--- src/rtl/sthit_pkg.sv ---
`timescale 1ns / 1ps
`default_nettype none
// ----------------------------------------------------------------------------
// sthit_pkg
// shared types and constants for the shape table hit test block
// ----------------------------------------------------------------------------
package sthit_pkg;

  localparam int MaxShapes = 16;
  localparam int CntW      = $clog2(MaxShapes + 1);
  localparam int StepW     = (MaxShapes > 1) ? $clog2(MaxShapes) : 1;

  localparam logic [1:0] MODE_CLEAR   = 2'd0;
  localparam logic [1:0] MODE_ADD     = 2'd1;
  localparam logic [1:0] MODE_PICK    = 2'd2;
  localparam logic [1:0] MODE_UNKNOWN = 2'd3;

  localparam logic [1:0] KIND_RECT    = 2'd0;
  localparam logic [1:0] KIND_CIRCLE  = 2'd1;
  localparam logic [1:0] KIND_ELLIPSE = 2'd2;
  localparam logic [1:0] KIND_UNKNOWN = 2'd3;

  typedef struct packed {
    logic [1:0]  kind;
    logic [15:0] x0;
    logic [15:0] y0;
    logic [15:0] a;
    logic [15:0] b;
    logic [31:0] tag;
  } entry_t;

  typedef struct packed {
    logic done;
    logic match;
  } tst_res_t;

endpackage
`default_nettype wire

--- src/rtl/sthit_cell.sv ---
`timescale 1ns / 1ps
`default_nettype none
// ----------------------------------------------------------------------------
// sthit_cell
// one table entry; shifts toward the old end on add, rotates back on pick
// ----------------------------------------------------------------------------
module sthit_cell (
  input  wire               clk_i,
  input  wire               shift_i,
  input  wire               rot_i,
  input  sthit_pkg::entry_t prev_i,
  input  sthit_pkg::entry_t next_i,
  output sthit_pkg::entry_t ent_o
);

  sthit_pkg::entry_t ent_q;

  always_ff @(posedge clk_i) begin
    if (shift_i) begin
      ent_q <= prev_i;
    end else if (rot_i) begin
      ent_q <= next_i;
    end
  end

  assign ent_o = ent_q;

endmodule
`default_nettype wire

--- config.mk ---
export PLATFORM = sky130hd
export DESIGN_NAME = sthit_cell
export DESIGN_NICKNAME = d
export VERILOG_FILES = /design/src/rtl/sthit_pkg.sv /design/src/rtl/sthit_cell.sv
export SDC_FILE = /design/constraint.sdc
export NUM_CORES = 1
export LEC_CHECK = 0
export BUFFER_PORTS_ARGS = -buffer_cell sky130_fd_sc_hd__clkbuf_2
export CAP_MARGIN = 0
export CORE_AREA = 2 2 116 118
export CTS_BUF_LIST = sky130_fd_sc_hd__clkbuf_8 sky130_fd_sc_hd__clkbuf_16
export CTS_CLUSTER_SIZE = 20
export DETAILED_ROUTE_END_ITERATION = 7
export DIE_AREA = 0 0 118 120
export GPL_TIMING_DRIVEN = 1
export PLACE_DENSITY = 0.64
export SETUP_SLACK_MARGIN = 0.02
export SYNTH_ARGS = -nofsm -noshare
export SYNTH_HDL_FRONTEND = slang
export SYNTH_SLANG_ARGS = --single-unit
--- constraint.sdc ---
create_clock -name clk_i -period 8.55 [get_ports clk_i]
set_input_delay 1.71 -clock clk_i [delete_from_list [all_inputs] [get_ports clk_i]]
set_output_delay 1.71 -clock clk_i [all_outputs]
set_load 0.05 [all_outputs]
==> metrics.txt <==
die height 120 µm; Area Growth Syn to Fin 47.07%; Placer Congestion 0.7230; most frequent cells in the layout clkbuf_2, edfxtp_1, mux2_2; vias in the first global route 3199; Die Area 14160 µm²; clock sinks 98; hold buffer count at cts 0; period utilization 0.4053; clock share of power 0.309; Pwr Density 224.0 nW/µm²; detailed router's first-iteration violation count 135; Worst Path Arrival 3.42 ns; DRC 0; Largest register FFs 98; CTS HTree Levels 3; critical path data required time 8.50 ns; nets 705; Syn Area/Cell 20.00 µm²; Netlist cell types 6; P_leak 0.002818 µW; share of layout cells above drive strength 1 0.8043; CP Capture Type flop; Die Wd 118 µm; Slew @ Worst Pin 1.141 ns; Worst VDD drop 0.1127 mV; post-CTS resize count 0; synthesized area 4160 µm²; internal power 942.9 µW; postcts setup bufs 0; fin. max-slew vios 0; ANT nets after route 0; final setup vio count 0; Logic pwr share 0.250; worst hold path class input port to flop; filler instances 1181; Ys Warns 0; # port buffers 296; IO Pins 297; critical path launch point type input port; RSZ-0062 raised after global routing no; cell count after synthesis 208; Root Driver clkbuf_16; starting density of the core 0.3205; most common cell after layout, fill and taps aside clkbuf_2; core area 12980 µm²; syn nets 407; initial antenna violation count 0; Tot GR Track Use 0.1391; max_cap viols 0; Routed WL 9871 µm; status complete, no violations; critical path class input port to flop; final hold vios 0; largest net degree at the start of global routing 91; sequential share of power 0.441; DR vias/cell 4.288; Max FO, Critical Path 90; #FFs+latches synth 98; post-detail-place hpwl 7688 µm; Worst-path clk slew 0.07 ns; Max-slew headroom 0.2394; grt ovf 0; CTS tree built; fmax 288.6 MHz; via count 2946; number of core rows 42; cts bufs inserted 9; maximum buffer depth of the clock tree 2; post-synthesis sequential area ratio 0.7074; switching power 427.7 µW; first-pass GRT wire length 15460 µm; sw frac 0.3120; drt first pass iters 4; diode count 0; hold slack 1.670 ns; final setup TNS 0 ns; min Tclk post-route 3.465 ns; drt wl/cell 14.37 µm
## path summary, 6_finish.rpt
check	endpoint	depth (start not counted)	startpoint	slack, ns
max	ent_o[17]	3	shift_i	5.08
min	ent_o[37]	2	prev_i[37]	1.67
## through the flow
| stage | std cells | util | total power, µW | cell area (µm²) | worst slack (ns) |
|---|---|---|---|---|---|
| floorplan | 208 | - | 861.0 | 4160 | 3.805 |
| global placement | 671 | 0.4475 | 958.3 | 5808 | 4.747 |
| detailed placement | 671 | 0.4475 | 962.8 | 5808 | 4.685 |
| CTS | 687 | 0.4714 | 1388 | 6118 | 5.048 |
| global route | 687 | 0.4714 | 1422 | 6118 | 4.906 |
| finish | 687 | 0.4714 | 1371 | 6118 | 5.085 |
## cells in the mapped netlist, drive strengths merged
cell,count,area share
edfxtp,98,0.71
mux2,98,0.27
buf,11,0.018
or2,1,0.0015
## cells by family (layout without fill, tap and decap cells)
family                 Yosys count  count (layout)  synth area share
buffers and inverters           11             314           0.01774
AND/OR/NAND/NOR                  1               1          0.001505
multiplexers                    98              98            0.2734
flip-flops                      98              98            0.7074
## critical path, stage by stage
cell and delay [ns]:
buf_4 0.46, or2_4 0.30, buf_4 0.88
## area by class of cell
class	count	area, µm²	area share
Clock buffer	9	225.2	0.03681
Clock inverter	7	85.08	0.01391
Multi-Input combinational cell	99	1146	0.1873
Sequential cell	98	2943	0.4810
Tap cell	176	220.2	0.03599
Timing Repair Buffer	298	1499	0.2450
## routing by layer
layer	track usage	routed length, µm	vias up
li1	-	-	1413
met1	0.1544	3730	1349
met2	0.2449	5042	171
met4	0.05949	191	0
met3	0.04515	906	13
met5	0	0	-
## power groups by stage
stage	Sequential, µW	Combinational, µW	Clock (µW)
5_1_grt	610	360	453
3_3_place_gp	614	344	0
3_5_place_dp	616	347	0
6_report	604	343	423
4_1_cts	606	347	435
2_1_floorplan	805	55.8	0
(Power assumes the default switching activity.)
